[config.mk]
export PLATFORM = sky130hd
export DESIGN_NAME = tlb_fifo_page_translator
export DESIGN_NICKNAME = d
export VERILOG_FILES = /design/src/rtl/tft_pkg.sv /design/src/rtl/tft_ctrl.sv /design/src/rtl/tft_dp.sv /design/src/rtl/tlb_fifo_page_translator.sv
export SDC_FILE = /design/constraint.sdc
export NUM_CORES = 2
export LEC_CHECK = 0
export BUFFER_PORTS_ARGS = -buffer_cell sky130_fd_sc_hd__buf_4
export CORE_ASPECT_RATIO = 1.25
export CORE_MARGIN = 10
export CORE_UTILIZATION = 50
export DETAILED_ROUTE_END_ITERATION = 8
export PLACE_DENSITY = 0.64
export SLEW_MARGIN = 15
export SYNTH_ARGS = -nofsm -noshare
export SYNTH_HDL_FRONTEND = slang
export SYNTH_HIERARCHICAL = 1
export SYNTH_SLANG_ARGS = --single-unit
[constraint.sdc]
create_clock -name i_clk -period 41.5 [get_ports i_clk]
set_input_delay 12.45 -clock i_clk [delete_from_list [all_inputs] [get_ports i_clk]]
set_output_delay 12.45 -clock i_clk [all_outputs]
set_load 0.03 [all_outputs]
[src/rtl/tft_pkg.sv]
// Package for the TLB / FIFO page translator.
// Holds the controller-to-datapath command and status types and fixed field widths.
// No dependencies.
package tft_pkg;

    localparam int VA_W   = 16;
    localparam int PA_W   = 15;
    localparam int SLOT_W = 4;
    localparam int CNT_W  = 16;
    localparam logic [CNT_W-1:0] CNT_MAX = '1;

    typedef struct packed {
        logic clear_step;
        logic accept;
        logic finish;
        logic evict;
    } t_cmd;

    typedef struct packed {
        logic clear_last;
        logic need_evict;
        logic out_free;
    } t_status;

endpackage

[src/rtl/tft_ctrl.sv]
// Sequencer for the TLB / FIFO page translator.
// Steps through page-map clear, accept, lookup/update and eviction write-back.
// Depends on tft_pkg.
module tft_ctrl (
    input  logic            i_clk,
    input  logic            i_rst_n,
    input  logic            i_in_valid,
    input  tft_pkg::t_status i_status,
    output tft_pkg::t_cmd   o_cmd,
    output logic            o_in_stall
);

    localparam logic [1:0] S_CLEAR = 2'd0;
    localparam logic [1:0] S_IDLE  = 2'd1;
    localparam logic [1:0] S_LOOK  = 2'd2;
    localparam logic [1:0] S_EVICT = 2'd3;

    logic [1:0] r_state;
    logic [1:0] n_state;

    always_comb begin
        n_state          = r_state;
        o_cmd            = '0;
        case (r_state)
            S_CLEAR: begin
                o_cmd.clear_step = 1'b1;
                if (i_status.clear_last) n_state = S_IDLE;
            end
            S_IDLE: begin
                if (i_in_valid) begin
                    o_cmd.accept = 1'b1;
                    n_state      = S_LOOK;
                end
            end
            S_LOOK: begin
                if (i_status.out_free) begin
                    o_cmd.finish = 1'b1;
                    n_state      = i_status.need_evict ? S_EVICT : S_IDLE;
                end
            end
            S_EVICT: begin
                o_cmd.evict = 1'b1;
                n_state     = S_IDLE;
            end
            default: n_state = S_CLEAR;
        endcase
    end

    assign o_in_stall = (r_state != S_IDLE);

    always_ff @(posedge i_clk) begin
        if (!i_rst_n) begin
            r_state <= S_CLEAR;
        end else begin
            r_state <= n_state;
        end
    end

endmodule

[src/rtl/tft_dp.sv]
// Datapath for the TLB / FIFO page translator.
// Holds the TLB registers, page-map and frame-owner memories, counters and result register.
// Depends on tft_pkg.
module tft_dp #(
    parameter int TLB_ENTRIES = 16,
    parameter int FRAME_COUNT = 128,
    parameter int PAGE_BYTES  = 256
) (
    input  logic                       i_clk,
    input  logic                       i_rst_n,
    input  tft_pkg::t_cmd              i_cmd,
    output tft_pkg::t_status           o_status,
    input  logic [tft_pkg::VA_W-1:0]   i_virtual_address,
    input  logic                       i_out_stall,
    output logic                       o_out_valid,
    output logic [tft_pkg::PA_W-1:0]   o_physical_address,
    output logic                       o_tlb_hit,
    output logic                       o_page_fault,
    output logic [tft_pkg::SLOT_W-1:0] o_tlb_slot,
    output logic                       o_evicted_valid,
    output logic [tft_pkg::CNT_W-1:0]  o_hit_total,
    output logic [tft_pkg::CNT_W-1:0]  o_fault_total
);

    localparam int PAGE_COUNT = 65536 / PAGE_BYTES;
    localparam int OFS_W      = $clog2(PAGE_BYTES);
    localparam int PAGE_W     = tft_pkg::VA_W - OFS_W;
    localparam int TLB_W      = $clog2(TLB_ENTRIES);
    localparam int FRAME_W    = $clog2(FRAME_COUNT);
    localparam int PM_W       = FRAME_W + 1;
    localparam logic [TLB_W-1:0]   TLB_LAST   = TLB_W'(TLB_ENTRIES - 1);
    localparam logic [FRAME_W-1:0] FRAME_LAST = FRAME_W'(FRAME_COUNT - 1);
    localparam logic [PAGE_W-1:0]  PAGE_LAST  = PAGE_W'(PAGE_COUNT - 1);

    // memories
    logic [PM_W-1:0]   r_page_map   [PAGE_COUNT];
    logic [PAGE_W-1:0] r_frame_owner[FRAME_COUNT];

    // TLB
    logic                r_tlb_valid[TLB_ENTRIES];
    logic [PAGE_W-1:0]   r_tlb_tag  [TLB_ENTRIES];
    logic [FRAME_W-1:0]  r_tlb_frame[TLB_ENTRIES];
    logic [TLB_W-1:0]    r_tptr;

    logic [FRAME_W-1:0]  r_fptr;
    logic                r_wrap;
    logic [PAGE_W-1:0]   r_clr;
    logic [tft_pkg::CNT_W-1:0] r_hit_cnt;
    logic [tft_pkg::CNT_W-1:0] r_fault_cnt;

    // per-transaction
    logic [tft_pkg::VA_W-1:0] r_va;
    logic [PM_W-1:0]          r_pm_rd;
    logic [PAGE_W-1:0]        r_own_rd;
    logic [TLB_ENTRIES-1:0]   r_match;

    logic                        r_out_valid;
    logic [tft_pkg::PA_W-1:0]    r_out_pa;
    logic                        r_out_hit;
    logic                        r_out_fault;
    logic [tft_pkg::SLOT_W-1:0]  r_out_slot;
    logic                        r_out_evict;

    logic [PAGE_W-1:0]  in_page;
    logic [PAGE_W-1:0]  cur_page;
    logic [OFS_W-1:0]   cur_ofs;
    logic               hit;
    logic [TLB_W-1:0]   hit_slot;
    logic               pm_valid;
    logic               fault;
    logic               need_evict;
    logic [FRAME_W-1:0] frame;
    logic [TLB_W-1:0]   slot;
    logic [31:0]        pa_wide;
    logic [31:0]        slot_wide;
    logic               out_free;

    assign in_page  = i_virtual_address[tft_pkg::VA_W-1:OFS_W];
    assign cur_page = r_va[tft_pkg::VA_W-1:OFS_W];
    assign cur_ofs  = r_va[OFS_W-1:0];

    always_comb begin
        hit_slot = '0;
        for (int i = 0; i < TLB_ENTRIES; i++) begin
            if (r_match[i]) hit_slot = hit_slot | TLB_W'(i);
        end
    end

    assign hit        = |r_match;
    assign pm_valid   = r_pm_rd[FRAME_W];
    assign fault      = !hit && !pm_valid;
    assign need_evict = fault && r_wrap;
    assign frame      = hit ? r_tlb_frame[hit_slot] :
                        (pm_valid ? r_pm_rd[FRAME_W-1:0] : r_fptr);
    assign slot       = hit ? hit_slot : r_tptr;
    assign pa_wide    = 32'({frame, cur_ofs});
    assign slot_wide  = 32'(slot);
    assign out_free   = !r_out_valid || !i_out_stall;

    assign o_status.clear_last = (r_clr == PAGE_LAST);
    assign o_status.need_evict = need_evict;
    assign o_status.out_free   = out_free;

    // page map: one write port, registered read
    always_ff @(posedge i_clk) begin
        if (i_cmd.clear_step) begin
            r_page_map[r_clr] <= '0;
        end else if (i_cmd.finish && fault) begin
            r_page_map[cur_page] <= {1'b1, r_fptr};
        end else if (i_cmd.evict) begin
            r_page_map[r_own_rd] <= '0;
        end
        if (i_cmd.accept) r_pm_rd <= r_page_map[in_page];
    end

    // frame owner: entry at r_fptr is only meaningful once the pointer has wrapped
    always_ff @(posedge i_clk) begin
        if (i_cmd.finish && fault) r_frame_owner[r_fptr] <= cur_page;
        if (i_cmd.accept) r_own_rd <= r_frame_owner[r_fptr];
    end

    always_ff @(posedge i_clk) begin
        if (i_cmd.accept) begin
            r_va <= i_virtual_address;
            for (int i = 0; i < TLB_ENTRIES; i++) begin
                r_match[i] <= r_tlb_valid[i] && (r_tlb_tag[i] == in_page);
            end
        end
        if (i_cmd.finish && !hit) begin
            r_tlb_tag[r_tptr]   <= cur_page;
            r_tlb_frame[r_tptr] <= frame;
        end
        if (i_cmd.finish) begin
            r_out_pa    <= pa_wide[tft_pkg::PA_W-1:0];
            r_out_hit   <= hit;
            r_out_fault <= fault;
            r_out_slot  <= slot_wide[tft_pkg::SLOT_W-1:0];
            r_out_evict <= need_evict;
        end
    end

    always_ff @(posedge i_clk) begin
        if (!i_rst_n) begin
            for (int i = 0; i < TLB_ENTRIES; i++) r_tlb_valid[i] <= 1'b0;
            r_tptr      <= '0;
            r_fptr      <= '0;
            r_wrap      <= 1'b0;
            r_clr       <= '0;
            r_hit_cnt   <= '0;
            r_fault_cnt <= '0;
            r_out_valid <= 1'b0;
        end else begin
            if (i_cmd.clear_step) r_clr <= r_clr + PAGE_W'(1);
            if (i_cmd.finish) begin
                r_out_valid <= 1'b1;
            end else if (!i_out_stall) begin
                r_out_valid <= 1'b0;
            end
            if (i_cmd.finish && hit && (r_hit_cnt != tft_pkg::CNT_MAX)) begin
                r_hit_cnt <= r_hit_cnt + tft_pkg::CNT_W'(1);
            end
            if (i_cmd.finish && !hit) begin
                for (int i = 0; i < TLB_ENTRIES; i++) begin
                    if (TLB_W'(i) == r_tptr) begin
                        r_tlb_valid[i] <= 1'b1;
                    end else if (need_evict && (r_tlb_tag[i] == r_own_rd)) begin
                        r_tlb_valid[i] <= 1'b0;
                    end
                end
                r_tptr <= (r_tptr == TLB_LAST) ? '0 : r_tptr + TLB_W'(1);
            end
            if (i_cmd.finish && fault) begin
                r_fptr <= (r_fptr == FRAME_LAST) ? '0 : r_fptr + FRAME_W'(1);
                if (r_fptr == FRAME_LAST) r_wrap <= 1'b1;
                if (r_fault_cnt != tft_pkg::CNT_MAX) begin
                    r_fault_cnt <= r_fault_cnt + tft_pkg::CNT_W'(1);
                end
            end
        end
    end

    assign o_out_valid        = r_out_valid;
    assign o_physical_address = r_out_pa;
    assign o_tlb_hit          = r_out_hit;
    assign o_page_fault       = r_out_fault;
    assign o_tlb_slot         = r_out_slot;
    assign o_evicted_valid    = r_out_evict;
    assign o_hit_total        = r_hit_cnt;
    assign o_fault_total      = r_fault_cnt;

`ifndef ASSERT_OFF
    a_tlb_unique: assert property (@(posedge i_clk) disable iff (!i_rst_n)
        i_cmd.finish |-> $onehot0(r_match))
        else $error("duplicate TLB tag match");
    a_evict_fault: assert property (@(posedge i_clk) disable iff (!i_rst_n)
        r_out_valid && r_out_evict |-> r_out_fault && !r_out_hit)
        else $error("eviction without fault");
    a_hit_count: assert property (@(posedge i_clk) disable iff (!i_rst_n)
        i_cmd.finish && hit && (r_hit_cnt != tft_pkg::CNT_MAX)
        |=> r_hit_cnt == $past(r_hit_cnt) + tft_pkg::CNT_W'(1))
        else $error("hit counter not advanced");
    a_evict_follows: assert property (@(posedge i_clk) disable iff (!i_rst_n)
        i_cmd.finish && need_evict |=> i_cmd.evict)
        else $error("eviction write-back skipped");
`endif

endmodule

[src/rtl/tlb_fifo_page_translator.sv]
// Top level of the TLB / FIFO page translator.
// Joins the sequencer (tft_ctrl) and the datapath (tft_dp). Depends on tft_pkg.
//
// Usage:
//   Input channel: i_in_valid / o_in_stall carry one virtual address per transaction.
//   Output channel: o_out_valid / i_out_stall carry one result per transaction.
//   A transaction is taken on a rising edge with valid high and stall low.
//   After reset the page map is cleared one entry a cycle, all PAGE_COUNT entries
//   (65536 / PAGE_BYTES, 256 at the default), with o_in_stall high.
//   The result register loads from the lookup state after the input transaction, once free.
//   Each address passes through the idle and lookup states on a TLB or page-map hit
//   and on a fault into a free frame; a fault that evicts a page adds the evict state,
//   for the second write through the page map's single write port.
//   The next address is taken while a result waits; if the receiver stalls, the
//   lookup holds until the result register frees up, then input stalls as well.
module tlb_fifo_page_translator #(
    parameter int TLB_ENTRIES = 16,
    parameter int FRAME_COUNT = 128,
    parameter int PAGE_BYTES  = 256
) (
    input  logic                       i_clk,
    input  logic                       i_rst_n,
    input  logic                       i_in_valid,
    output logic                       o_in_stall,
    input  logic [tft_pkg::VA_W-1:0]   i_virtual_address,
    output logic                       o_out_valid,
    input  logic                       i_out_stall,
    output logic [tft_pkg::PA_W-1:0]   o_physical_address,
    output logic                       o_tlb_hit,
    output logic                       o_page_fault,
    output logic [tft_pkg::SLOT_W-1:0] o_tlb_slot,
    output logic                       o_evicted_valid,
    output logic [tft_pkg::CNT_W-1:0]  o_hit_total,
    output logic [tft_pkg::CNT_W-1:0]  o_fault_total
);

    tft_pkg::t_cmd    cmd;
    tft_pkg::t_status status;

    tft_ctrl u_ctrl (
        .i_clk      (i_clk),
        .i_rst_n    (i_rst_n),
        .i_in_valid (i_in_valid),
        .i_status   (status),
        .o_cmd      (cmd),
        .o_in_stall (o_in_stall)
    );

    tft_dp #(
        .TLB_ENTRIES (TLB_ENTRIES),
        .FRAME_COUNT (FRAME_COUNT),
        .PAGE_BYTES  (PAGE_BYTES)
    ) u_dp (
        .i_clk              (i_clk),
        .i_rst_n            (i_rst_n),
        .i_cmd              (cmd),
        .o_status           (status),
        .i_virtual_address  (i_virtual_address),
        .i_out_stall        (i_out_stall),
        .o_out_valid        (o_out_valid),
        .o_physical_address (o_physical_address),
        .o_tlb_hit          (o_tlb_hit),
        .o_page_fault       (o_page_fault),
        .o_tlb_slot         (o_tlb_slot),
        .o_evicted_valid    (o_evicted_valid),
        .o_hit_total        (o_hit_total),
        .o_fault_total      (o_fault_total)
    );

endmodule

==> reports/metrics.json <==
{
  "run_status": "complete, no violations",
  "post_drt_wl_per_cell_um": 32.6,
  "worst_path_most_repeated_cell": "buf_4",
  "worstPathMaxFanout": 60,
  "worstSetupPathType": "in2reg",
  "synth_enable_flop_cells": 3397,
  "grt_pass1_wl_um": 530000,
  "crit_chain": "buf_4, nand2_1, and2_2, buf_4, nand2b_1, nor3_4, buf_4, buf_4, mux2i_1, or2_2, buf_4, nor4_1, buf_4",
  "power_frac_comb_pct": 2.6,
  "htree_levels": 5,
  "core_region_area_um2": 271000,
  "power_switching_uw": 1410,
  "floorplan.die.width_um": 486,
  "grt.overflow.total": 0,
  "worst-slew-pin-transition_ps": 1280,
  "netlist_top_cells_area": "edfxtp_1 75%, mux4_2 8.1%, a22oi_1 2.0%",
  "place.gp.congestion": 0.864,
  "p_per_area_nw_per_um2": 45.4,
  "portBuffers": 75,
  "synthDominantAreaCellType": "edfxtp_1",
  "mappedNetlistNets": 7321,
  "yosysTopAreaCellShare_pct": 75.0,
  "fraction_of_power_spent_switching_nets_pct": 20.3,
  "route.detailed.drc": 0,
  "die_height_um": 603,
  "antenna_found_initial": 6,
  "clk_latency_ps": 890,
  "syn-mean-instance-area_um2": 18.7,
  "fin_nets": 7495,
  "synth_async_sr_flop_share_pct": 0,
  "detailedPlacementHpwl_um": 215000,
  "max_slew_margin_pct": 13.8,
  "synth-main-ff-cell": "edfxtp_1",
  "path_clk_slew_ps": 60,
  "final.setup.tns_ps": 0,
  "start_util_pct": 50.1,
  "ctsRootBufferMaster": "clkbuf_16",
  "critical_path.top_delay_family": "buffers and inverters",
  "timing.final.crit_share_pct": 41.2,
  "synth_cell_types": 95,
  "post-route-min-period_ps": 17110,
  "fp.dieArea_um2": 293000,
  "syn_inst": 7289,
  "startpoint_type": "input port",
  "vias_in_the_first_global_route": 73900,
  "grt_max_degree": 208,
  "dr_total_vias": 74000,
  "clock-skew-final_ps": 65.4,
  "power.leakage_uw": 0.0478,
  "drt.antenna.violating_nets": 0,
  "cts.repair.resized": 0,
  "crit_required_ps": 42070,
  "post-cts-setup-buffers": 0,
  "mappedNetlistArea_um2": 136000,
  "hold_buffers": 0,
  "setup_violations": 0,
  "floorplan.io_pins": 76,
  "cell_internal_pwr_uw": 5540,
  "cts-root-to-sink-buffers": 4,
  "power.sequential.fraction_pct": 54.4,
  "fillCellCount": 20100,
  "firstDrtPassIters": 6,
  "yosysSeqAreaShare_pct": 75.9,
  "drt_iter0_drc": 8718,
  "worst_path_max_delay_cell": "nor4_1",
  "clock_tree_from_tritoncts": "built",
  "maxClockFrequency_mhz": 58.5,
  "drv_slew": 0,
  "part_of_the_power_in_the_clock_network_pct": 43.0,
  "fin_area_um2": 153000,
  "ys_warn_count": 6,
  "ys_ff_latch": 3453,
  "worst_ep_arrival_time_ps": 17680,
  "mean_number_of_vias_per_cell": 6.55,
  "standard_cell_area_after_detailed_placement_um2": 142000,
  "ir_worst_vdd_mv": 0.0411,
  "ratio_of_cells_with_drive_above_1_in_the_final_layout_pct": 20.3,
  "holdWs_ps": 398,
  "finalWirelength_um": 369000,
  "setup.worst_path.end_class": "flip-flop",
  "max-cap-violations": 0,
  "global_route.usage.total_pct": 24.4,
  "hold_viol_final": 0,
  "cell_row_count": 214,
  "crit_buf_inv": 6,
  "area_growth_pct": 12.4,
  "hold_path_class": "reg2reg",
  "preCtsSetupSlack_ps": 23560,
  "crit_path_max_incr_delay_ps": 940,
  "rsz_0062_raised_after_global_routing": "false",
  "cts_made_buffers": 337,
  "cts.sinks": 3453,
  "fin_ws_ps": 24390
}
## final cells by class
| class | instances | area, µm² | share of cell area, % |
|---|---|---|---|
| Inverter | 29 | 109 | 0.0712 |
| Clock buffer | 401 | 8810 | 5.77 |
| Clock inverter | 202 | 1860 | 1.21 |
| Sequential cell | 3453 | 103000 | 67.5 |
| Antenna cell | 4 | 10.0 | 0.00655 |
| Multi-Input combinational cell | 3277 | 31500 | 20.6 |
| Tap cell | 3564 | 4460 | 2.92 |
| Timing Repair Buffer | 365 | 2880 | 1.89 |
## registers in the layout, summed over array words and instances, names as in the netlist, 7 cells and up
name,count
u_dp/r_clr,8
u_dp/r_tlb_frame,112
u_dp/r_fptr,7
u_dp/o_hit_total,16
u_dp/r_page_map,2048
u_dp/o_physical_address,15
u_dp/r_frame_owner,1024
u_dp/r_match,16
u_dp/r_va,16
u_dp/r_tlb_tag,128
u_dp/r_own_rd,8
u_dp/r_pm_rd,8
u_dp/r_tlb_valid,16
u_dp/o_fault_total,16
## worst reg2reg max path, delay by kind of cell (launching register included)
kind / cells / cell delay (ps)
and+or+nand+nor: 5 / 2560
DFF: 1 / 470
buffers and inverters: 5 / 2250
muxes: 1 / 400
## worst paths after layout
kind | slack, ps | start | cells past startpoint | end
max reg2reg | 35540 | u_dp/r_match[11] | 11 | u_dp/r_page_map[207][5]
min reg2reg | 400 | u_dp/r_va[5] | 0 | u_dp/o_physical_address[5]
max | 24390 | i_out_stall | 13 | u_dp/r_page_map[207][5]
min | 400 | u_dp/r_va[5] | 0 | u_dp/o_physical_address[5]
## stage by stage
stage | util [%] | std cells | total power, µW
2_1_floorplan | - | 7289 | 3960
3_3_place_gp | 52.2 | 10700 | 4030
6_report | 56.3 | 11300 | 6940
5_1_grt | 56.3 | 11300 | 7130
3_5_place_dp | 52.3 | 10700 | 4030
4_1_cts | 56.2 | 11300 | 6990
## kinds of logic (layout without fill, tap and decap cells)
logic type / after synthesis / count (layout) / share of synthesized area, %
adder cells (fa/ha/maj): 12 / 12 / 0.110
other: 0 / 4 / 0
AO/OA/AOI/OAI: 1103 / 1103 / 6.15
flip-flops: 3453 / 3453 / 75.9
XOR/XNOR: 291 / 291 / 1.87
multiplexers: 693 / 693 / 9.62
AND/OR/NAND/NOR: 1178 / 1178 / 4.74
buffers and inverters: 559 / 997 / 1.64
## power groups by stage
stage	registers, µW	logic [µW]	clock network (µW)
after global placement	3850	180	0
after floorplan	3850	110	0
after global routing	3770	189	3160
final	3780	183	2980
after CTS	3780	183	3030
after detailed placement	3850	182	0
## Yosys cell counts, drive strengths merged (11+ instances only)
cell type and instances:
nor2b 33, o2bb2ai 11, nor4b 14, o211ai 22, a311oi 27, a211o 16
a22o 66, a41oi 29, ha 12, o21ai 56, a21o 14, o22ai 40
nand4 64, xor2 156, xnor2 135, a221oi 95, a22oi 364, a2111oi 33
edfxtp 3397, mux2i 174, and3 58, and4b 26, mux4 488, a211oi 73
o221ai 37, mux2 31, and4 14, nor3 150, buf 187, nand2 168
clkbuf 343, nand2b 20, nor2 258, nand3 66, and2 22, nor4 231
inv 26, dfxtp 56, o2111ai 11, a21oi 79, a31oi 72
## per-layer routing
| layer | vias to the layer above | track usage (%) | part of all wire [%] |
|---|---|---|---|
| met5 | - | 0 | 0.0019 |
| met4 | 2 | 9.13 | 3.9 |
| met3 | 682 | 3.50 | 7.5 |
| met2 | 3563 | 42.4 | 51 |
| met1 | 39100 | 31.4 | 37 |
| li1 | 30700 | - | - |
## layout by cell type (no fill, tap or decap), types with 79 or more instances in the layout
| cell | n |
|---|---|
| xnor2_1 | 135 |
| a21oi_1 | 79 |
| a22oi_1 | 364 |
| nor4_1 | 172 |
| xor2_1 | 156 |
| buf_4 | 350 |
| nor2_1 | 252 |
| clkbuf_16 | 343 |
| mux4_2 | 488 |
| edfxtp_1 | 3397 |
| a221oi_1 | 94 |
| mux2i_1 | 174 |
| nand2_1 | 158 |
Power figures use the tool's default switching activity.
